==> src/rtl/ddtc_pkg.sv <==
// Shared types, widths and constants of the differential drive turn controller.
// No dependencies; every other file of the block imports this package.
`timescale 1ns / 1ps

package ddtc_pkg;

  // Default encoder position width
  localparam int POS_WIDTH_DEF = 32;

  // Error path: values saturate to +-2^46, so 48 signed bits hold them
  localparam int ERR_W   = 48;
  localparam int EA_W    = ERR_W + 2;
  localparam logic signed [63:0] SAT_LIM = 64'sd1 <<< 46;

  // Scaling: magnitude times a 16-bit Q8.8 gain, drop eight fraction bits
  localparam int GAIN_W  = 16;
  localparam int MAG_W   = ERR_W - 1;
  localparam int PROD_W  = MAG_W + GAIN_W;
  localparam int TERM_W  = PROD_W - 8 + 1;

  // Speed fields
  localparam int SPEED_W = 16;
  localparam int LIMIT_W = 15;

  // Configuration port
  localparam int CFG_DATA_W = 32;
  localparam int CFG_IDX_W  = 3;

  localparam logic [CFG_IDX_W-1:0] REG_TARGET_TICKS = 3'd0;
  localparam logic [CFG_IDX_W-1:0] REG_ANGLE_GAIN   = 3'd1;
  localparam logic [CFG_IDX_W-1:0] REG_SYNC_GAIN    = 3'd2;
  localparam logic [CFG_IDX_W-1:0] REG_MIN_SPEED    = 3'd3;
  localparam logic [CFG_IDX_W-1:0] REG_MAX_SPEED    = 3'd4;
  localparam logic [CFG_IDX_W-1:0] REG_TOLERANCE    = 3'd5;

  localparam logic [LIMIT_W-1:0] MAX_SPEED_RST = 15'd32767;
  localparam logic [15:0]        TOLERANCE_RST = 16'd100;

  // Input item kinds
  localparam logic MODE_START  = 1'b0;
  localparam logic MODE_SAMPLE = 1'b1;

  typedef struct packed {
    logic signed [31:0]  target_ticks;
    logic [GAIN_W-1:0]   angle_gain;
    logic [GAIN_W-1:0]   sync_gain;
    logic [LIMIT_W-1:0]  min_speed;
    logic [LIMIT_W-1:0]  max_speed;
    logic [15:0]         tolerance;
  } cfg_t;

  // Result control carried down the pipeline
  typedef struct packed {
    logic zero;   // force both speeds to zero
    logic done;   // turn finished or no target
  } flag_t;

  typedef struct packed {
    logic signed [ERR_W-1:0] angle_err;
    logic signed [ERR_W-1:0] sync_err;
    flag_t                   flags;
  } err_item_t;

  typedef struct packed {
    logic signed [TERM_W-1:0] angle_term;
    logic signed [TERM_W-1:0] sync_term;
    flag_t                    flags;
  } term_item_t;

  // Saturate the angle error sum to +-2^46
  function automatic logic signed [ERR_W-1:0] sat_err(input logic signed [EA_W-1:0] x);
    logic signed [EA_W-1:0] hi;
    hi = EA_W'(SAT_LIM);
    if (x > hi) begin
      sat_err = ERR_W'(hi);
    end else if (x < -hi) begin
      sat_err = ERR_W'(-hi);
    end else begin
      sat_err = x[ERR_W-1:0];
    end
  endfunction

endpackage

==> src/rtl/ddtc_mix.sv <==
// Output stage: adds minimum speed, clamps both wheels and drives the result register.
// Depends on ddtc_pkg for the item types and speed widths.
`timescale 1ns / 1ps

module ddtc_mix (
  input  logic                  clk,
  input  logic                  rst,
  input  ddtc_pkg::cfg_t        cfg,
  input  logic                  in_valid,
  output logic                  in_ready,
  input  ddtc_pkg::term_item_t  in_item,
  output logic                  out_valid,
  input  logic                  out_ready,
  output logic signed [ddtc_pkg::SPEED_W-1:0] out_left,
  output logic signed [ddtc_pkg::SPEED_W-1:0] out_right,
  output logic                  out_done
);
  import ddtc_pkg::*;

  localparam int BASE_W = TERM_W + 1;
  localparam int MIX_W  = BASE_W + 1;

  logic                      adv;
  logic                      turn_pos;
  logic signed [BASE_W-1:0]  angle_ext;
  logic signed [BASE_W-1:0]  min_ext;
  logic signed [BASE_W-1:0]  base;
  logic signed [MIX_W-1:0]   base_ext;
  logic signed [MIX_W-1:0]   sync_ext;
  logic signed [MIX_W-1:0]   left_raw;
  logic signed [MIX_W-1:0]   right_raw;
  logic signed [SPEED_W-1:0] left_next;
  logic signed [SPEED_W-1:0] right_next;

  // Clamp to +-max_speed
  function automatic logic signed [SPEED_W-1:0] clamp_speed(
    input logic signed [MIX_W-1:0] x,
    input logic [LIMIT_W-1:0]      lim
  );
    logic signed [MIX_W-1:0] hi;
    hi = {{(MIX_W-LIMIT_W){1'b0}}, lim};
    if (x > hi) begin
      clamp_speed = SPEED_W'(hi);
    end else if (x < -hi) begin
      clamp_speed = SPEED_W'(-hi);
    end else begin
      clamp_speed = x[SPEED_W-1:0];
    end
  endfunction

  assign in_ready = out_ready || !out_valid;
  assign adv      = in_valid && in_ready;

  // Base speed in the turn direction, sync correction, clamp
  always_comb begin
    turn_pos  = !cfg.target_ticks[31] && (cfg.target_ticks != '0);
    angle_ext = {in_item.angle_term[TERM_W-1], in_item.angle_term};
    min_ext   = {{(BASE_W-LIMIT_W){1'b0}}, cfg.min_speed};
    base      = turn_pos ? (angle_ext + min_ext) : (angle_ext - min_ext);
    base_ext  = {base[BASE_W-1], base};
    sync_ext  = {{2{in_item.sync_term[TERM_W-1]}}, in_item.sync_term};
    left_raw  = base_ext - sync_ext;
    right_raw = -base_ext - sync_ext;
    if (in_item.flags.zero) begin
      left_next  = '0;
      right_next = '0;
    end else begin
      left_next  = clamp_speed(left_raw, cfg.max_speed);
      right_next = -clamp_speed(right_raw, cfg.max_speed);
    end
  end

  // Result register
  always_ff @(posedge clk) begin
    if (rst) begin
      out_valid <= 1'b0;
    end else if (in_ready) begin
      out_valid <= in_valid;
    end
    if (adv) begin
      out_left  <= left_next;
      out_right <= right_next;
      out_done  <= in_item.flags.done;
    end
  end

  a_done_zero: assert property (@(posedge clk) disable iff (rst)
    (out_valid && out_done) |-> ((out_left == '0) && (out_right == '0)))
    else $error("done result with nonzero speed");

  a_no_min: assert property (@(posedge clk) disable iff (rst)
    out_valid |-> ((out_left != {1'b1, {(SPEED_W-1){1'b0}}})
                   && (out_right != {1'b1, {(SPEED_W-1){1'b0}}})))
    else $error("speed outside symmetric range");

  a_stall_keep: assert property (@(posedge clk) disable iff (rst)
    (out_valid && !out_ready) |=> (out_valid && $stable(out_left) && $stable(out_right)))
    else $error("stalled result lost or changed");

endmodule

==> config.mk <==
export PLATFORM = sky130hd
export DESIGN_NAME = ddtc_mix
export DESIGN_NICKNAME = d
export VERILOG_FILES = /design/src/rtl/ddtc_pkg.sv /design/src/rtl/ddtc_mix.sv
export SDC_FILE = /design/constraint.sdc
export NUM_CORES = 1
export LEC_CHECK = 0
export ABC_AREA = 1
export BUFFER_PORTS_ARGS = -buffer_cell sky130_fd_sc_hd__buf_2
export CAP_MARGIN = 30
export CORE_UTILIZATION = 40
export CTS_CLUSTER_SIZE = 12
export DETAILED_ROUTE_END_ITERATION = 10
export GPL_TIMING_DRIVEN = 0
export SYNTH_ARGS = -nofsm -noshare
export SYNTH_HDL_FRONTEND = slang
export SYNTH_SLANG_ARGS = --single-unit
==> constraint.sdc <==
create_clock -name clk -period 11.3 [get_ports clk]
set_clock_uncertainty 0.1 [all_clocks]
set_input_delay 0 -clock clk [delete_from_list [all_inputs] [get_ports clk]]
set_output_delay 0 -clock clk [all_outputs]
set_load 0.01 [all_outputs]
==> results.yml <==
pwr:
  p_switching_mw: 2.47
  power.density_nw_per_um2: 177
  irDropWorstVdd_mv: 0.0697
  p_leak_nw: 12.8
  p_clk_share_pct: 3.5
  comb_power_share_pct: 91.8
  swShare_pct: 63.1
  p_int_mw: 1.44
  p_seq_share_pct: 4.7
floorplan:
  die_h_um: 225
  rows: 81
  io_pins: 263
  initial_core_util_pct: 40.6
  die_w_um: 225
  core_um2: 49000
  dieArea_um2: 50600
place:
  gp_congestion: 1.05
  dp.final_hpwl_mm: 66.6
  io_buffers: 212
  post-place-ws_ns: 0.451
  dpl_cell_area_um2: 21900
worst_setup_path:
  cp-endpoint: "out_right[10]"
  crit_arrival_ns: 10.10
  critPathKind: "input port to flop"
  r2r-end: "out_right[10]"
  ff2ff_path_depth: 2
  crit_path_top_delay_cell: "o21bai_1"
  r2r_slack_ns: 9.88
  crit_required_ns: 11.22
  cp.depth: 63
  critical_path.top_delay_family: "simple AND/OR/NAND/NOR gates"
  cp_max_fo: 10
  cpPeakStageDelay_ns: 0.55
  cp-startpoint: "cfg[86]"
  crit_top_cell: "nand2_1"
  crit_buf_inv: 8
  r2r-start: "out_valid"
  end_kind: "flop"
  critPathLaunchType: "input port"
synth:
  synth_area_um2: 19900
  syn-instance-count: 3448
  synth_seq_cells: 34
  synthTopCellsByArea: "ha_1 24%, nand2_1 17%, inv_1 13%, a21oi_1 7.1%, nor2_1 6.4%"
  synthTopCellsByCount: "891 x nand2_1, 696 x inv_1, 374 x ha_1"
  syn_nets: 4053
  yosysUniqueCellTypes: 62
  yosys.area.top_type: "ha_1"
  yosys_most_used_dff: "edfxtp_1"
  yosysTopAreaCellShare_pct: 23.5
  synth_edf_count: 33
  yosysMostFrequentCell: "nand2_1"
  ys_seq_area_share_pct: 5.08
  ys_async_sr_fraction_pct: 0
  syn_avg_cell_area_um2: 5.77
  ys.warnings.count: 0
route:
  drt_first_iter_violations: 1316
  vias_per_cell: 5.13
  num_vias: 22300
  drc: 0
  routed_wirelength_mm: 73.7
  ant_nets: 0
  wl_per_cell_um: 16.9
  firstDrtPassIters: 6
run:
  cap_viol_max_count: 0
clocking:
  cts_tree: "done"
  cts_num_sinks: 34
  post_cts_buffers: 0
  insertion_delay_ns: 0.28
  cts_max_path_buffers: 2
  clk_pin_slew_ns: 0.05
  cts_max_level: 2
  numCtsBuffers: 5
  root_buffer: "clkbuf_16"
timing:
  tns_ns: 0
  slew_headroom_pct: 34.3
  setup_slack_ns: 1.12
  finalSetupViolations: 0
  fin_crit_ns: 10.18
  rsz0062_at_grt: "no"
  finalHoldViolations: 0
  drv_slew: 0
  hold_ws_ns: 0.0100
  tightest_slew_ns: 0.975
  fmax_mhz: 98.2
  fin_crit_sh_pct: 90.1
grt:
  grt_max_degree: 23
  antenna_found_initial: 1
  grt_use_total_pct: 28.6
  grt_overflow: 0
  grt_pass1_wl_mm: 113
  first_global_vias: 21200
layout:
  drive_above_1_share_pct: 9.26
  fillers: 5493
  area_growth_pct: 11.3
  nets: 4286
  design_area_um2: 22100
hold_path:
  min_path_type: "input port to flop"
outcome:
  status: "finished, final reports clean"
-- registers in the layout, indices dropped and copies added, names as in the netlist --
signal / count
out_right: 16
out_left: 16
out_done: 1
out_valid: 1
-- worst reg2reg max path: stages, from the launching register on --
cell and delay [ns]:
dfxtp_1 0.34, a21oi_4 0.44, buf_16 0.23
-- power by group through the flow --
| stage | clock network (mW) | registers, mW | logic (mW) |
|---|---|---|---|
| 2_1_floorplan | 0 | 0.203 | 2.52 |
| 3_3_place_gp | 0 | 0.188 | 3.50 |
| 3_5_place_dp | 0 | 0.188 | 3.51 |
| 4_1_cts | 0.139 | 0.186 | 3.53 |
| 5_1_grt | 0.144 | 0.187 | 4.03 |
| 6_report | 0.137 | 0.185 | 3.59 |
-- cell type report --
class	count	area, um^2	share of cell area, %
Antenna cell	1	2.50	0.0113
Timing Repair Buffer	226	1210	5.47
Inverter	707	2660	12.0
Clock buffer	6	139	0.628
Clock inverter	2	12.5	0.0565
Sequential cell	34	1010	4.57
Buffer	21	123	0.554
Multi-Input combinational cell	2686	16100	72.9
Tap cell	664	831	3.75
-- per-stage QoR --
step           util [%]  power, mW  cells
2_1_floorplan         -       2.73   3448
3_3_place_gp       44.5       3.69   4324
3_5_place_dp       44.8       3.70   4334
4_1_cts            45.2       3.86   4346
5_1_grt            45.2       4.37   4347
6_report           45.2       3.92   4347
-- repair_timing --
item | CTS | global route
resized for setup | 0 | 5
hold buffers | 4 | 0
setup endpoints to repair | 0 | 12
endpoints found under the hold margin | 3 | 0
-- worst min-delay path by stage --
stage | startpoint | endpoint | slack, ns | cells past startpoint
final | cfg[23] | out_left[7] | 0.01 | 3
after global routing | cfg[24] | out_left[8] | 0.04 | 3
after CTS | cfg[24] | out_left[8] | 0.01 | 3
after detailed placement | rst | out_valid | 0.06 | 2
after global placement | rst | out_valid | 0.06 | 2
after floorplan | rst | out_valid | -0.03 | 1
-- logic make-up after synthesis --
family / after synthesis / synth area share, %
xor+xnor: 146 / 6.47
buf+inv: 728 / 14.0
flops: 34 / 5.08
compound gates: 574 / 16.5
fa+ha+maj: 377 / 23.8
simple gates: 1589 / 34.2
-- layout by cell type, fill, tap and decap left out, drive strengths merged, types with 31 or more instances in the layout --
master,n
nand3,161
xor2,115
nor3,47
a21oi,284
nand4,47
xnor2,31
nand2,920
nor2,360
buf,231
o21ai,140
ha,374
inv,705
edfxtp,33
-- routing by layer --
layer | share of wire, % | global-route usage, %
met1 | 46 | 37.7
met2 | 46 | 50.0
met3 | 4.7 | 1.73
met4 | 3.2 | 8.25
met5 | 0 | 0
Power figures use the tool's default switching activity.
