<file path="src/rtl/ddtc_pkg.sv">
// Shared types, widths and constants of the differential drive turn controller.
// No dependencies; every other file of the block imports this package.
`timescale 1ns / 1ps

package ddtc_pkg;

  // Default encoder position width
  localparam int POS_WIDTH_DEF = 32;

  // Error path: values saturate to +-2^46, so 48 signed bits hold them
  localparam int ERR_W   = 48;
  localparam int EA_W    = ERR_W + 2;
  localparam logic signed [63:0] SAT_LIM = 64'sd1 <<< 46;

  // Scaling: magnitude times a 16-bit Q8.8 gain, drop eight fraction bits
  localparam int GAIN_W  = 16;
  localparam int MAG_W   = ERR_W - 1;
  localparam int PROD_W  = MAG_W + GAIN_W;
  localparam int TERM_W  = PROD_W - 8 + 1;

  // Speed fields
  localparam int SPEED_W = 16;
  localparam int LIMIT_W = 15;

  // Configuration port
  localparam int CFG_DATA_W = 32;
  localparam int CFG_IDX_W  = 3;

  localparam logic [CFG_IDX_W-1:0] REG_TARGET_TICKS = 3'd0;
  localparam logic [CFG_IDX_W-1:0] REG_ANGLE_GAIN   = 3'd1;
  localparam logic [CFG_IDX_W-1:0] REG_SYNC_GAIN    = 3'd2;
  localparam logic [CFG_IDX_W-1:0] REG_MIN_SPEED    = 3'd3;
  localparam logic [CFG_IDX_W-1:0] REG_MAX_SPEED    = 3'd4;
  localparam logic [CFG_IDX_W-1:0] REG_TOLERANCE    = 3'd5;

  localparam logic [LIMIT_W-1:0] MAX_SPEED_RST = 15'd32767;
  localparam logic [15:0]        TOLERANCE_RST = 16'd100;

  // Input item kinds
  localparam logic MODE_START  = 1'b0;
  localparam logic MODE_SAMPLE = 1'b1;

  typedef struct packed {
    logic signed [31:0]  target_ticks;
    logic [GAIN_W-1:0]   angle_gain;
    logic [GAIN_W-1:0]   sync_gain;
    logic [LIMIT_W-1:0]  min_speed;
    logic [LIMIT_W-1:0]  max_speed;
    logic [15:0]         tolerance;
  } cfg_t;

  // Result control carried down the pipeline
  typedef struct packed {
    logic zero;   // force both speeds to zero
    logic done;   // turn finished or no target
  } flag_t;

  typedef struct packed {
    logic signed [ERR_W-1:0] angle_err;
    logic signed [ERR_W-1:0] sync_err;
    flag_t                   flags;
  } err_item_t;

  typedef struct packed {
    logic signed [TERM_W-1:0] angle_term;
    logic signed [TERM_W-1:0] sync_term;
    flag_t                    flags;
  } term_item_t;

  // Saturate the angle error sum to +-2^46
  function automatic logic signed [ERR_W-1:0] sat_err(input logic signed [EA_W-1:0] x);
    logic signed [EA_W-1:0] hi;
    hi = EA_W'(SAT_LIM);
    if (x > hi) begin
      sat_err = ERR_W'(hi);
    end else if (x < -hi) begin
      sat_err = ERR_W'(-hi);
    end else begin
      sat_err = x[ERR_W-1:0];
    end
  endfunction

endpackage

</file>
<file path="src/rtl/ddtc_scale.sv">
// Gain stage: scales angle and sync errors by their Q8.8 gains.
// Depends on ddtc_pkg for the item types and product widths.
`timescale 1ns / 1ps

module ddtc_scale (
  input  logic                  clk,
  input  logic                  rst,
  input  ddtc_pkg::cfg_t        cfg,
  input  logic                  in_valid,
  output logic                  in_ready,
  input  ddtc_pkg::err_item_t   in_item,
  output logic                  out_valid,
  input  logic                  out_ready,
  output ddtc_pkg::term_item_t  out_item
);
  import ddtc_pkg::*;

  logic                      adv;
  logic [MAG_W-1:0]          angle_mag;
  logic [MAG_W-1:0]          sync_mag;
  logic [PROD_W-1:0]         angle_prod;
  logic [PROD_W-1:0]         sync_prod;
  logic signed [TERM_W-1:0]  angle_pos;
  logic signed [TERM_W-1:0]  sync_pos;
  term_item_t                item_next;

  assign in_ready = out_ready || !out_valid;
  assign adv      = in_valid && in_ready;

  // Magnitude times gain, truncate toward zero, restore sign
  always_comb begin
    angle_mag  = in_item.angle_err[ERR_W-1] ? MAG_W'(-in_item.angle_err)
                                            : in_item.angle_err[MAG_W-1:0];
    sync_mag   = in_item.sync_err[ERR_W-1]  ? MAG_W'(-in_item.sync_err)
                                            : in_item.sync_err[MAG_W-1:0];
    angle_prod = PROD_W'(angle_mag) * PROD_W'(cfg.angle_gain);
    sync_prod  = PROD_W'(sync_mag)  * PROD_W'(cfg.sync_gain);
    angle_pos  = {1'b0, angle_prod[PROD_W-1:8]};
    sync_pos   = {1'b0, sync_prod[PROD_W-1:8]};

    item_next.angle_term = in_item.angle_err[ERR_W-1] ? -angle_pos : angle_pos;
    item_next.sync_term  = in_item.sync_err[ERR_W-1]  ? -sync_pos  : sync_pos;
    item_next.flags      = in_item.flags;
  end

  // Result register of this stage
  always_ff @(posedge clk) begin
    if (rst) begin
      out_valid <= 1'b0;
    end else if (in_ready) begin
      out_valid <= in_valid;
    end
    if (adv) begin
      out_item <= item_next;
    end
  end

endmodule

</file>
<file path="config.mk">
export PLATFORM = sky130hd
export DESIGN_NAME = ddtc_scale
export DESIGN_NICKNAME = d
export VERILOG_FILES = /design/src/rtl/ddtc_pkg.sv /design/src/rtl/ddtc_scale.sv
export SDC_FILE = /design/constraint.sdc
export NUM_CORES = 2
export LEC_CHECK = 0
export BUFFER_PORTS_ARGS = -buffer_cell sky130_fd_sc_hd__buf_2
export CAP_MARGIN = 5
export CORE_ASPECT_RATIO = 1.25
export CORE_MARGIN = 4
export CORE_UTILIZATION = 55
export CTS_BUF_LIST = sky130_fd_sc_hd__clkbuf_8
export CTS_CLUSTER_SIZE = 20
export DETAILED_ROUTE_END_ITERATION = 8
export GPL_TIMING_DRIVEN = 0
export PLACE_DENSITY = 0.85
export SETUP_SLACK_MARGIN = 0.2
export SYNTH_ARGS = -nofsm -noshare
export SYNTH_HDL_FRONTEND = slang
export SYNTH_SLANG_ARGS = --single-unit
</file>
<file path="constraint.sdc">
create_clock -name clk -period 12.6 [get_ports clk]
set_input_delay 0.63 -clock clk [delete_from_list [all_inputs] [get_ports clk]]
set_output_delay 0.63 -clock clk [all_outputs]
set_load 0.01 [all_outputs]
</file>
==> results of run 1 <==
## logic make-up after synthesis
logic type	count (synthesis)	synth area share
compound gates	659	0.0759
buf+inv	1659	0.112
mux	9	0.00196
fa+ha+maj	1522	0.512
xor+xnor	290	0.0457
simple gates	2183	0.190
flops	115	0.0620
## synthesized netlist by cell type, drive strengths merged, types with 34 or more instances
cell / number
fa: 1254
clkbuf: 336
nand3: 42
nor2: 125
nand2: 1140
or4: 34
xor2: 60
nand4: 63
xnor2: 230
edfxtp: 114
a21o: 42
nor3: 40
o21ai: 188
o31ai: 56
and2: 582
a21oi: 174
ha: 268
inv: 1318
## through the flow
step	setup TNS (ps)	worst slack, ps	cell area (um2)	hold slack [ps]
floorplan	0	1930	55500	593
global placement	-50.2	-29.9	58300	482
detailed placement	-567	-180	58300	519
CTS	0	338	58700	228
global route	0	173	58900	241
## metal layers
metal / global-route usage
met2: 0.593
met5: 0
met1: 0.391
met4: 0.338
met3: 0.0950
==> key figures, run 1 <==
CTS
  – Post-CTS Hold Buffers: 0
  – H-tree Lvls: 4
  – CTS Sinks: around 120
  – Post-CTS setup buffers: 0
  – Root Driver: clkbuf_8
  – Post-CTS sizing: 0
  – Clock Tree Buf Depth: 2
  – CTS buffer count: 17

GRT
  – Total global routing overflow: 0
  – Largest net degree at the start of global routing: just under 60
  – Vias in the first global route: roughly 50,000
  – GRT Total Usage: 0.366
  – Initial antenna violation count: 12
  – Global-route wire length before repair: about 290,000 um

Timing
  – Worst EP kind: sequential cell input
  – Worst setup endpoint GRT: out_item[52]$_DFFE_PP_/D

Synth
  – Synth Cell Area: ~56,000 um2
  – Mapped Nets: 8,171
  – FFs w/ async S/R, synth: 0
  – Post-synthesis cell count: roughly 6,400
  – Synthesis Warnings: 0
  – Post-Syn Area per Cell: 8.63 um2
  – FF+latch count, synth: approximately 120
  – Seq/Total Area, Yosys: 0.0620
  – Number of synthesized flops with an enable pin: 114
  – Leading area contributor after synthesis: fa_1
  – Top_reg_cell synth: edfxtp_1
  – Distinct cells, synth: 88
  – Synth area leaders: fa_1, inv_1, nand2_1
  – Area share of the largest cell type after synthesis: 0.452

Die
  – Site Rows: 130
  – Die height: 363 um
  – Starting Density: 0.553
  – Die width: ~290 um
  – IO Count: between 300 and 400

Placement
  – Port bufs: between 200 and 250
  – Cell count after placement: ~8,000
  – Final HPWL DP: roughly 160,000 um
  – Gpl congestion: 1.11

Outcome
  – First Err: [ERROR DRT-1231] Pin _12594_/B does not have access point
  – Failing step: detailed routing (5_2_route)
  – Status: aborted with a tool error
==> run 2, diff against run 1 <==
==> config.mk (replaced) <==
export PLATFORM = sky130hd
export DESIGN_NAME = ddtc_scale
export DESIGN_NICKNAME = d
export VERILOG_FILES = /design/src/rtl/ddtc_pkg.sv /design/src/rtl/ddtc_scale.sv
export SDC_FILE = /design/constraint.sdc
export NUM_CORES = 2
export LEC_CHECK = 0
export BUFFER_PORTS_ARGS = -buffer_cell sky130_fd_sc_hd__buf_2
export CAP_MARGIN = 5
export CORE_MARGIN = 4
export CORE_UTILIZATION = 40
export DETAILED_ROUTE_END_ITERATION = 8
export GPL_TIMING_DRIVEN = 0
export PLACE_DENSITY_LB_ADDON = 0.15
export SYNTH_ARGS = -nofsm -noshare
export SYNTH_HDL_FRONTEND = slang
export SYNTH_SLANG_ARGS = --single-unit
==> key figures, run 2 <==
Synth
  – Area share of the largest cell type after synthesis: 0.452
  – Post-Syn Area per Cell: roughly 8.6 um2
  – Synth area leaders: fa_1, inv_1, nand2_1
  – Distinct cells, synth: 88
  – Count leader, synth: inv_1
  – Top_reg_cell synth: edfxtp_1
  – Seq/Total Area, Yosys: 0.0620
  – Post-synthesis cell count: 6,437
  – FF+latch count, synth: 115
  – Synth Cell Area: between 50,000 and 60,000 um2
  – FFs w/ async S/R, synth: 0
  – Mapped Nets: roughly 8,000
  – Number of synthesized flops with an enable pin: 114
  – Leading area contributor after synthesis: fa_1
  – Synth cell count leaders: inv_1, fa_1, nand2_1
  – Synthesis Warnings: 0

Die
  – Die width: roughly 380 um
  – Die height: approximately 380 um
  – CORE AREA: around 140,000 um2
  – Die area: ~140,000 um2
  – IO Count: 328
  – Site Rows: approximately 140
  – Starting Density: 0.403

Timing
  – Period utilization: 0.970
  – Slew Viols, Final: 0
  – Worst slew margin: 0.0712
  – Max Fclk: between 80 and 90 MHz
  – RSZ-0062 raised after global routing: yes
  – Setup TNS: 0 ps
  – PnR worst setup slack: approximately 380 ps
  – Worst Max-Slew Pin Slew: 1390 ps
  – Period minus WS final: 12,220 ps
  – Final Skew: about 4.4 ps
  – Final hold violations: 0
  – Final setup fails: 0

Finish
  – Syn-to-layout area delta: 7.27%
  – Util after Layout: 0.433
  – Nets: between 8,000 and 9,000
  – Registers with the most flip-flops: out_item (114), out_valid (1)
  – Largest register by flop count: out_item
  – Most common cell after layout, fill and taps aside: inv_1
  – Layout cells sized above 1: 0.0480
  – Max FFs per register: around 110
  – Commonest cells after routing, fill and taps aside: inv_1, fa_1, nand2_1
  – Post-Layout Cell Count: approximately 8,500

Critical path
  – Crit start category: primary input
  – Kind of critical path: in -> reg
  – Crit-path slowest cell: clkbuf_1
  – Register-to-Register Path Depth: 3
  – Top Family by Delay on Critical Path: adder cells
  – CP dominant cell by count: fa_1
  – Slowest cell delay on critical path: 1070 ps
  – RR Startpoint: out_valid
  – Crit end category: flop
  – Critical path data required time: roughly 13,000 ps
  – Critical path buffers and inverters: 9
  – Crit path DAT: ~12,000 ps
  – RR Endpoint: out_item[89]
  – Crit path max fanout: 10
  – Worst Setup SP: in_item[49]
  – Reg-to-reg setup timing slack: ~11,000 ps

CTS
  – Root Driver: clkbuf_16
  – Clk_lat worst skew: between 400 and 500 ps
  – Post-CTS setup buffers: 0
  – H-tree Lvls: 4
  – CTS buffer count: 17
  – CTS Sinks: about 120
  – CTS tree: built
  – Clock Tree Buf Depth: 2
  – Post-CTS Hold Buffers: 0
  – Clock-pin slew on the worst setup and hold paths: 60 ps

Placement
  – Setup slack at placement: -231 ps
  – Cell count after placement: approximately 8,500
  – Gpl congestion: 0.946
  – Port bufs: between 200 and 250
  – Final HPWL DP: 168,000 um

Drt
  – Final Routed Wirelength: 198,000 um
  – First drt pass iteration count: 6
  – Initial DRC Count: between 3,000 and 4,000
  – Per-cell routed wire length: between 20 and 25 um
  – Post-route antenna net violation count: 0
  – Number of remaining DRC errors: 0
  – Vias: between 40,000 and 50,000
  – Vias per cell: approximately 5.3

GRT
  – Vias in the first global route: 48,100
  – Initial antenna violation count: 7
  – Global-route wire length before repair: 304,000 um
  – GRT Total Usage: 0.275
  – Largest net degree at the start of global routing: a little under 70
  – Total global routing overflow: 0

Min path
  – Cell count of the worst hold path: 2
  – Worst min path class: in -> reg
  – Worst Hold Path EP: out_valid
  – Min-delay src: rst

Flow run
  – Max-cap violations: 0

Outcome
  – Status: finished clean
-- run 2: cell counts after synthesis --
Identical to the previous run, type by type.
-- run 2: repair_timing --
action                     4_1_cts  5_1_grt
setup endpoints to repair        0       16
gates resized for setup          0       26
hold endpoints to repair         0        0
-- run 2: through the flow --
step | hold WS (ps) | cell area [um2]
final | 369 | 59600
after global routing | 359 | 59600
after global placement | 486 | 58900
after detailed placement | 528 | 58900
after CTS | 346 | 59500
after floorplan | 593 | 55500
-- run 2: cell type report --
cell class	instances	area, um2
tap	1794	2240
clock inverter	13	135
multi-input combinational	4663	45900
buffer	341	1290
fill	14100	78100
sequential	115	3440
clock buffer	19	433
inverter	1318	4950
timing repair buffer	220	1120
antenna	2	5.00
-- run 2: cells by family after synthesis --
group           Yosys count  share of synthesized area
flops                   115                     0.0620
simple gates           2183                      0.190
buf+inv                1659                      0.112
mux                       9                    0.00196
compound gates          659                     0.0759
xor+xnor                290                     0.0457
fa+ha+maj              1522                      0.512
-- run 2: worst max-delay path by stage --
stage	end	slack (ps)	cells after the start
floorplan	out_item[113]	1930	33
finish	out_item[55]	380	31
global placement	out_item[55]	-360	36
detailed placement	out_item[55]	-230	36
CTS	out_item[55]	150	36
global route	out_item[55]	-20	36
-- run 2: per-layer routing --
metal / routed length, um / GRT usage / vias up
met5: 0 / 0 / -
met4: 10200 / 0.111 / 0
met3: 11600 / 0.0334 / 310
met2: 95500 / 0.472 / 1614
met1: 81000 / 0.355 / 23300
li1: - / - / 20000
Power of run 2 is not shown: default switching activity piles up to over one toggle a cycle in this logic, so the estimate is an artifact.
