## src/rtl/ddtc_pkg.sv

```systemverilog
// Shared types, widths and constants of the differential drive turn controller.
// No dependencies; every other file of the block imports this package.
`timescale 1ns / 1ps

package ddtc_pkg;

  // Default encoder position width
  localparam int POS_WIDTH_DEF = 32;

  // Error path: values saturate to +-2^46, so 48 signed bits hold them
  localparam int ERR_W   = 48;
  localparam int EA_W    = ERR_W + 2;
  localparam logic signed [63:0] SAT_LIM = 64'sd1 <<< 46;

  // Scaling: magnitude times a 16-bit Q8.8 gain, drop eight fraction bits
  localparam int GAIN_W  = 16;
  localparam int MAG_W   = ERR_W - 1;
  localparam int PROD_W  = MAG_W + GAIN_W;
  localparam int TERM_W  = PROD_W - 8 + 1;

  // Speed fields
  localparam int SPEED_W = 16;
  localparam int LIMIT_W = 15;

  // Configuration port
  localparam int CFG_DATA_W = 32;
  localparam int CFG_IDX_W  = 3;

  localparam logic [CFG_IDX_W-1:0] REG_TARGET_TICKS = 3'd0;
  localparam logic [CFG_IDX_W-1:0] REG_ANGLE_GAIN   = 3'd1;
  localparam logic [CFG_IDX_W-1:0] REG_SYNC_GAIN    = 3'd2;
  localparam logic [CFG_IDX_W-1:0] REG_MIN_SPEED    = 3'd3;
  localparam logic [CFG_IDX_W-1:0] REG_MAX_SPEED    = 3'd4;
  localparam logic [CFG_IDX_W-1:0] REG_TOLERANCE    = 3'd5;

  localparam logic [LIMIT_W-1:0] MAX_SPEED_RST = 15'd32767;
  localparam logic [15:0]        TOLERANCE_RST = 16'd100;

  // Input item kinds
  localparam logic MODE_START  = 1'b0;
  localparam logic MODE_SAMPLE = 1'b1;

  typedef struct packed {
    logic signed [31:0]  target_ticks;
    logic [GAIN_W-1:0]   angle_gain;
    logic [GAIN_W-1:0]   sync_gain;
    logic [LIMIT_W-1:0]  min_speed;
    logic [LIMIT_W-1:0]  max_speed;
    logic [15:0]         tolerance;
  } cfg_t;

  // Result control carried down the pipeline
  typedef struct packed {
    logic zero;   // force both speeds to zero
    logic done;   // turn finished or no target
  } flag_t;

  typedef struct packed {
    logic signed [ERR_W-1:0] angle_err;
    logic signed [ERR_W-1:0] sync_err;
    flag_t                   flags;
  } err_item_t;

  typedef struct packed {
    logic signed [TERM_W-1:0] angle_term;
    logic signed [TERM_W-1:0] sync_term;
    flag_t                    flags;
  } term_item_t;

  // Saturate the angle error sum to +-2^46
  function automatic logic signed [ERR_W-1:0] sat_err(input logic signed [EA_W-1:0] x);
    logic signed [EA_W-1:0] hi;
    hi = EA_W'(SAT_LIM);
    if (x > hi) begin
      sat_err = ERR_W'(hi);
    end else if (x < -hi) begin
      sat_err = ERR_W'(-hi);
    end else begin
      sat_err = x[ERR_W-1:0];
    end
  endfunction

endpackage

```

## src/rtl/ddtc_err.sv

```systemverilog
// Input register, start position latch and error stage of the turn controller.
// Depends on ddtc_pkg for the error widths and item types.
`timescale 1ns / 1ps

module ddtc_err #(
  parameter int POS_WIDTH = ddtc_pkg::POS_WIDTH_DEF
) (
  input  logic                    clk,
  input  logic                    rst,
  input  ddtc_pkg::cfg_t          cfg,
  input  logic                    in_valid,
  output logic                    in_ready,
  input  logic                    in_mode,
  input  logic signed [POS_WIDTH-1:0] in_left,
  input  logic signed [POS_WIDTH-1:0] in_right,
  output logic                    out_valid,
  input  logic                    out_ready,
  output ddtc_pkg::err_item_t     out_item
);
  import ddtc_pkg::*;

  localparam int WIDE_W = ((POS_WIDTH > ERR_W) ? POS_WIDTH : ERR_W) + 2;

  logic                        v1;
  logic                        mode1;
  logic signed [POS_WIDTH-1:0] lp1;
  logic signed [POS_WIDTH-1:0] rp1;
  logic signed [POS_WIDTH-1:0] left_start;
  logic signed [POS_WIDTH-1:0] right_start;

  logic                        adv1;
  logic signed [POS_WIDTH-1:0] dl_wrap;
  logic signed [POS_WIDTH-1:0] dr_wrap;
  logic signed [WIDE_W-1:0]    dl_wide;
  logic signed [WIDE_W-1:0]    dr_wide;
  logic signed [ERR_W-1:0]     dl;
  logic signed [ERR_W-1:0]     dr;
  logic signed [EA_W-1:0]      ea_raw;
  logic signed [EA_W-1:0]      es_raw;
  logic signed [ERR_W-1:0]     ea;
  logic signed [ERR_W-1:0]     es;
  logic [MAG_W-1:0]            ea_mag;
  logic                        target_zero;
  logic                        within_tol;
  err_item_t                   item_next;

  // Saturate a wide delta to +-2^46
  function automatic logic signed [ERR_W-1:0] sat_wide(input logic signed [WIDE_W-1:0] x);
    logic signed [WIDE_W-1:0] hi;
    hi = WIDE_W'(SAT_LIM);
    if (x > hi) begin
      sat_wide = ERR_W'(hi);
    end else if (x < -hi) begin
      sat_wide = ERR_W'(-hi);
    end else begin
      sat_wide = x[ERR_W-1:0];
    end
  endfunction

  // A stage takes a request when it is empty or its contents move on
  assign in_ready = !v1 || out_ready || !out_valid;
  assign adv1     = v1 && (out_ready || !out_valid);

  // Hold the accepted request
  always_ff @(posedge clk) begin
    if (rst) begin
      v1 <= 1'b0;
    end else if (in_ready) begin
      v1 <= in_valid;
    end
    if (in_ready && in_valid) begin
      mode1 <= in_mode;
      lp1   <= in_left;
      rp1   <= in_right;
    end
  end

  // Latch start positions when a start request leaves this stage
  always_ff @(posedge clk) begin
    if (rst) begin
      left_start  <= '0;
      right_start <= '0;
    end else if (adv1 && (mode1 == MODE_START)) begin
      left_start  <= lp1;
      right_start <= rp1;
    end
  end

  // Wheel deltas modulo the position width, right delta negated
  always_comb begin
    dl_wrap = lp1 - left_start;
    dr_wrap = rp1 - right_start;
    dl_wide = {{(WIDE_W-POS_WIDTH){dl_wrap[POS_WIDTH-1]}}, dl_wrap};
    dr_wide = -{{(WIDE_W-POS_WIDTH){dr_wrap[POS_WIDTH-1]}}, dr_wrap};
    dl      = sat_wide(dl_wide);
    dr      = sat_wide(dr_wide);
  end

  // Angle and sync errors, tolerance check
  always_comb begin
    ea_raw = {{(EA_W-32){cfg.target_ticks[31]}}, cfg.target_ticks}
             - ({{2{dl[ERR_W-1]}}, dl} - {{2{dr[ERR_W-1]}}, dr});
    es_raw = {{2{dl[ERR_W-1]}}, dl} + {{2{dr[ERR_W-1]}}, dr};
    ea     = sat_err(ea_raw);
    es     = sat_err(es_raw);
    ea_mag = ea[ERR_W-1] ? MAG_W'(-ea) : ea[MAG_W-1:0];
    target_zero = (cfg.target_ticks == '0);
    within_tol  = (ea_mag < {{(MAG_W-16){1'b0}}, cfg.tolerance});

    item_next.angle_err  = ea;
    item_next.sync_err   = es;
    item_next.flags.zero = (mode1 == MODE_START) || target_zero || within_tol;
    item_next.flags.done = target_zero || ((mode1 == MODE_SAMPLE) && within_tol);
  end

  // Result register of this stage
  always_ff @(posedge clk) begin
    if (rst) begin
      out_valid <= 1'b0;
    end else if (out_ready || !out_valid) begin
      out_valid <= v1;
    end
    if (adv1) begin
      out_item <= item_next;
    end
  end

  a_left_latch: assert property (@(posedge clk) disable iff (rst)
    (adv1 && (mode1 == MODE_START)) |=> (left_start == $past(lp1)))
    else $error("left start position not latched");

  a_right_latch: assert property (@(posedge clk) disable iff (rst)
    (adv1 && (mode1 == MODE_START)) |=> (right_start == $past(rp1)))
    else $error("right start position not latched");

  a_start_zero: assert property (@(posedge clk) disable iff (rst)
    (adv1 && (mode1 == MODE_START)) |=> (out_valid && out_item.flags.zero))
    else $error("start request did not force zero speeds");

endmodule

```

## config.mk

```make
export PLATFORM = sky130hd
export DESIGN_NAME = ddtc_err
export DESIGN_NICKNAME = d
export VERILOG_FILES = /design/src/rtl/ddtc_pkg.sv /design/src/rtl/ddtc_err.sv
export SDC_FILE = /design/constraint.sdc
export NUM_CORES = 1
export LEC_CHECK = 0
export ABC_AREA = 1
export BUFFER_PORTS_ARGS = -buffer_cell sky130_fd_sc_hd__buf_2
export CAP_MARGIN = 15
export CORE_ASPECT_RATIO = 2
export CORE_UTILIZATION = 60
export CTS_CLUSTER_DIAMETER = 100
export DETAILED_ROUTE_END_ITERATION = 10
export PLACE_DENSITY = 0.88
export SYNTH_ARGS = -nofsm -noshare
export SYNTH_HDL_FRONTEND = slang
export SYNTH_SLANG_ARGS = --single-unit
```

## constraint.sdc

```tcl
create_clock -name clk -period 22 [get_ports clk]
set_clock_uncertainty 0.05 [all_clocks]
set_input_delay 1.1 -clock clk [delete_from_list [all_inputs] [get_ports clk]]
set_output_delay 1.1 -clock clk [all_outputs]
set_load 0.02 [all_outputs]
```

==> results.sh <==
export IMPL_hold_buffers=0
export IMPL_final_layout_size_suffix_gt1_frac=0.103
export IMPL_vias_per_cell=5.61
export IMPL_drc=0
export IMPL_synth_most_common_cell="nand2_1"
export IMPL_grt_pass1_vias=22400
export IMPL_via_count=22600
export IMPL_dieWidth_um=140
export IMPL_synth_edf_count=163
export IMPL_min_period_ns=12.13
export IMPL_numCtsBuffers=22
export IMPL_cts_root_buffer="clkbuf_16"
export IMPL_min_path_type="register to register"
export IMPL_grt_pass1_wl_um=113000
export IMPL_antenna_found_initial=3
export IMPL_drv_cap=0
export IMPL_synth_seq_area_share=0.272
export IMPL_max_stage_delay_ns=0.93
export IMPL_cp_common_cell="nand2_1"
export IMPL_initial_core_util=0.612
export IMPL_synth_cell_types=61
export IMPL_yosys_top_cells_area="edfxtp_1, nand2_1, ha_1"
export IMPL_syn_inst=3348
export IMPL_io_pins=279
export IMPL_syn_avg_cell_area_um2=6.82
export IMPL_hold_end="right_start[23]$_SDFFE_PP0P_"
export IMPL_clock_latency_ns=0.56
export IMPL_crit_arrival_ns=12.48
export IMPL_r2r_end="out_item[0]$_DFFE_PP_"
export IMPL_cts_sinks=229
export IMPL_firstDrtPassIters=6
export IMPL_fmax_mhz=82.4
export IMPL_finalSetupViolCount=0
export IMPL_cts_buffer_depth=3
export IMPL_worstHoldPathCells=2
export IMPL_coreArea_um2=37300
export IMPL_synthTopCellsByCount="nand2_1, inv_1, nor2_1"
export IMPL_fin_area_um2=25100
export IMPL_synth_flop_cell="edfxtp_1"
export IMPL_min_from="right_start[23]$_SDFFE_PP0P_"
export IMPL_register_area_um2=6220
export IMPL_antenna_left=0
export IMPL_cp_required_ns=22.35
export IMPL_grt_max_degree=101
export IMPL_drt_iter0_markers=1211
export IMPL_critical_path_slowest_cell="nor2_1"
export IMPL_drv_slew=0
export IMPL_cts_tree="yes"
export IMPL_num_rows=100
export IMPL_r2r_cells=59
export IMPL_wirelength_um=73500
export IMPL_end_kind="register"
export IMPL_outcome="finished, final reports clean"
export IMPL_fillers=3365
export IMPL_cp_start_kind="register"
export IMPL_cts_resized=0
export IMPL_crit_family="simple AND/OR/NAND/NOR gates"
export IMPL_dpl_instance_area_um2=24300
export IMPL_wl_per_cell_um=18.2
export IMPL_die_area_um2=38900
export IMPL_gp_congestion=1.10
export IMPL_clk_pin_slew_worst_paths_ns=0.07
export IMPL_r2r_start="rp1[0]$_DFFE_PP_"
export IMPL_yosys_warnings=0
export IMPL_die_h_um=278
export IMPL_synth_top_area_frac=0.214
export IMPL_fin_tns_setup_ns=0
export IMPL_tightestPinTransition_ns=1.25
export IMPL_area_growth_pct=9.87
export IMPL_yosysTopAreaCell="edfxtp_1"
export IMPL_ys_ff_latch=229
export IMPL_cts_htree_levels=1
export IMPL_ys_async_sr_fraction=0
export IMPL_syn_nets=3756
export IMPL_worst_path_buf_inv=10
export IMPL_r2r_slack_ns=9.87
export IMPL_max_slew_margin_rel=0.166
export IMPL_cp_max_fo=59
export IMPL_multiInputGateArea_um2=14000
export IMPL_grt_ovfl_total=0
export IMPL_fin_nets=3960
export IMPL_synth_area_um2=22800
export IMPL_worstSetupPathType="register to register"
export IMPL_dp_hpwl_um=59900
export IMPL_post_cts_setup_buffers=0
export IMPL_hold_viol=0
export IMPL_rsz0062_at_grt="false"
export IMPL_place_port_buffers=216
export IMPL_period_share=0.551
export IMPL_grt_total_usage=0.379
## logic make-up after synthesis
group | synth area share
and+or+nand+nor | 0.301
buffers and inverters | 0.114
AOI/OAI and AO/OA | 0.115
adders and majority gates | 0.142
DFF | 0.272
xor gates and xnor gates | 0.0555
## routing by layer
layer / global-route usage / part of all wire / vias up
met5: 0 / 0 / -
met4: 0.387 / 0.12 / 0
met3: 0.0680 / 0.054 / 337
li1: - / - / 11200
met1: 0.314 / 0.31 / 10300
met2: 0.721 / 0.52 / 793
## flip-flops by register name, indices dropped and copies added, names as in the netlist
| name | flops |
|---|---|
| left_start | 32 |
| lp1 | 32 |
| mode1 | 1 |
| out_item | 98 |
| out_valid | 1 |
| right_start | 32 |
| rp1 | 32 |
| v1 | 1 |
## through the flow
stage	hold WS (ns)	std cells	worst slack (ns)	util
2_1_floorplan	0.393	3348	12.04	-
3_3_place_gp	0.404	3987	10.88	0.653
3_5_place_dp	0.408	3987	10.62	0.653
4_1_cts	0.421	4026	10.58	0.672
5_1_grt	0.435	4029	9.29	0.672
6_report	0.421	4029	9.87	0.672
## cell type report
class	instances	area share
multi-input cells	2447	0.560
repair buffers	226	0.0461
clock buffers	27	0.0240
clock inverters	12	0.00504
well taps	459	0.0229
diodes	3	0.000299
flip-flops and latches	229	0.248
inverters	626	0.0938
## worst max-delay path by stage
stage	start	end	slack, ns	depth (start not counted)
after floorplan	lp1[4]$_DFFE_PP_	out_item[1]$_DFFE_PP_	12.04	68
after global placement	rp1[0]$_DFFE_PP_	out_item[0]$_DFFE_PP_	10.88	71
after detailed placement	rp1[0]$_DFFE_PP_	out_item[0]$_DFFE_PP_	10.62	71
after CTS	rp1[0]$_DFFE_PP_	out_item[0]$_DFFE_PP_	10.58	71
after global routing	rp1[0]$_DFFE_PP_	out_item[0]$_DFFE_PP_	9.29	62
final	rp1[0]$_DFFE_PP_	out_item[0]$_DFFE_PP_	9.87	59
## worst register-to-register path: cells and delay by family (launching register included)
family                   cells  cell delay (ns)
adder cells (fa/ha/maj)      4             1.49
AND/OR/NAND/NOR             43             8.05
AO/OA/AOI/OAI                1             0.20
XOR/XNOR                     1             0.24
buffers and inverters       10             1.49
flip-flops                   1             0.42
## placed cells by master, fill, tap and decap left out, types with 4 or more instances in the layout
cell and instances:
nor2_2 20, edfxtp_1 163, o21a_1 6, a21oi_1 197, nor3_1 24, nand3b_1 30, xnor2_1 52, nand2_2 15
xor2_1 88, o31ai_1 4, dfxtp_1 66, buf_4 10, nand4_1 58, o21bai_1 11, clkbuf_16 23, a211oi_1 63
nand3_1 136, a31oi_1 27, inv_2 31, a21boi_0 4, nor2_4 4, o21ai_2 4, o21ai_0 70, a21boi_1 5
or2_2 4, a21o_1 9, inv_1 591, o21ai_1 30, clkinv_1 4, ha_1 178, nor4_1 12, nand2_1 888
a21oi_2 4, nor2_1 414, fa_1 51, buf_2 216, inv_6 4
Power is left out: the tool's default activity adds up to more than one toggle a clock period on the data nets, which glitch-free logic cannot reach.
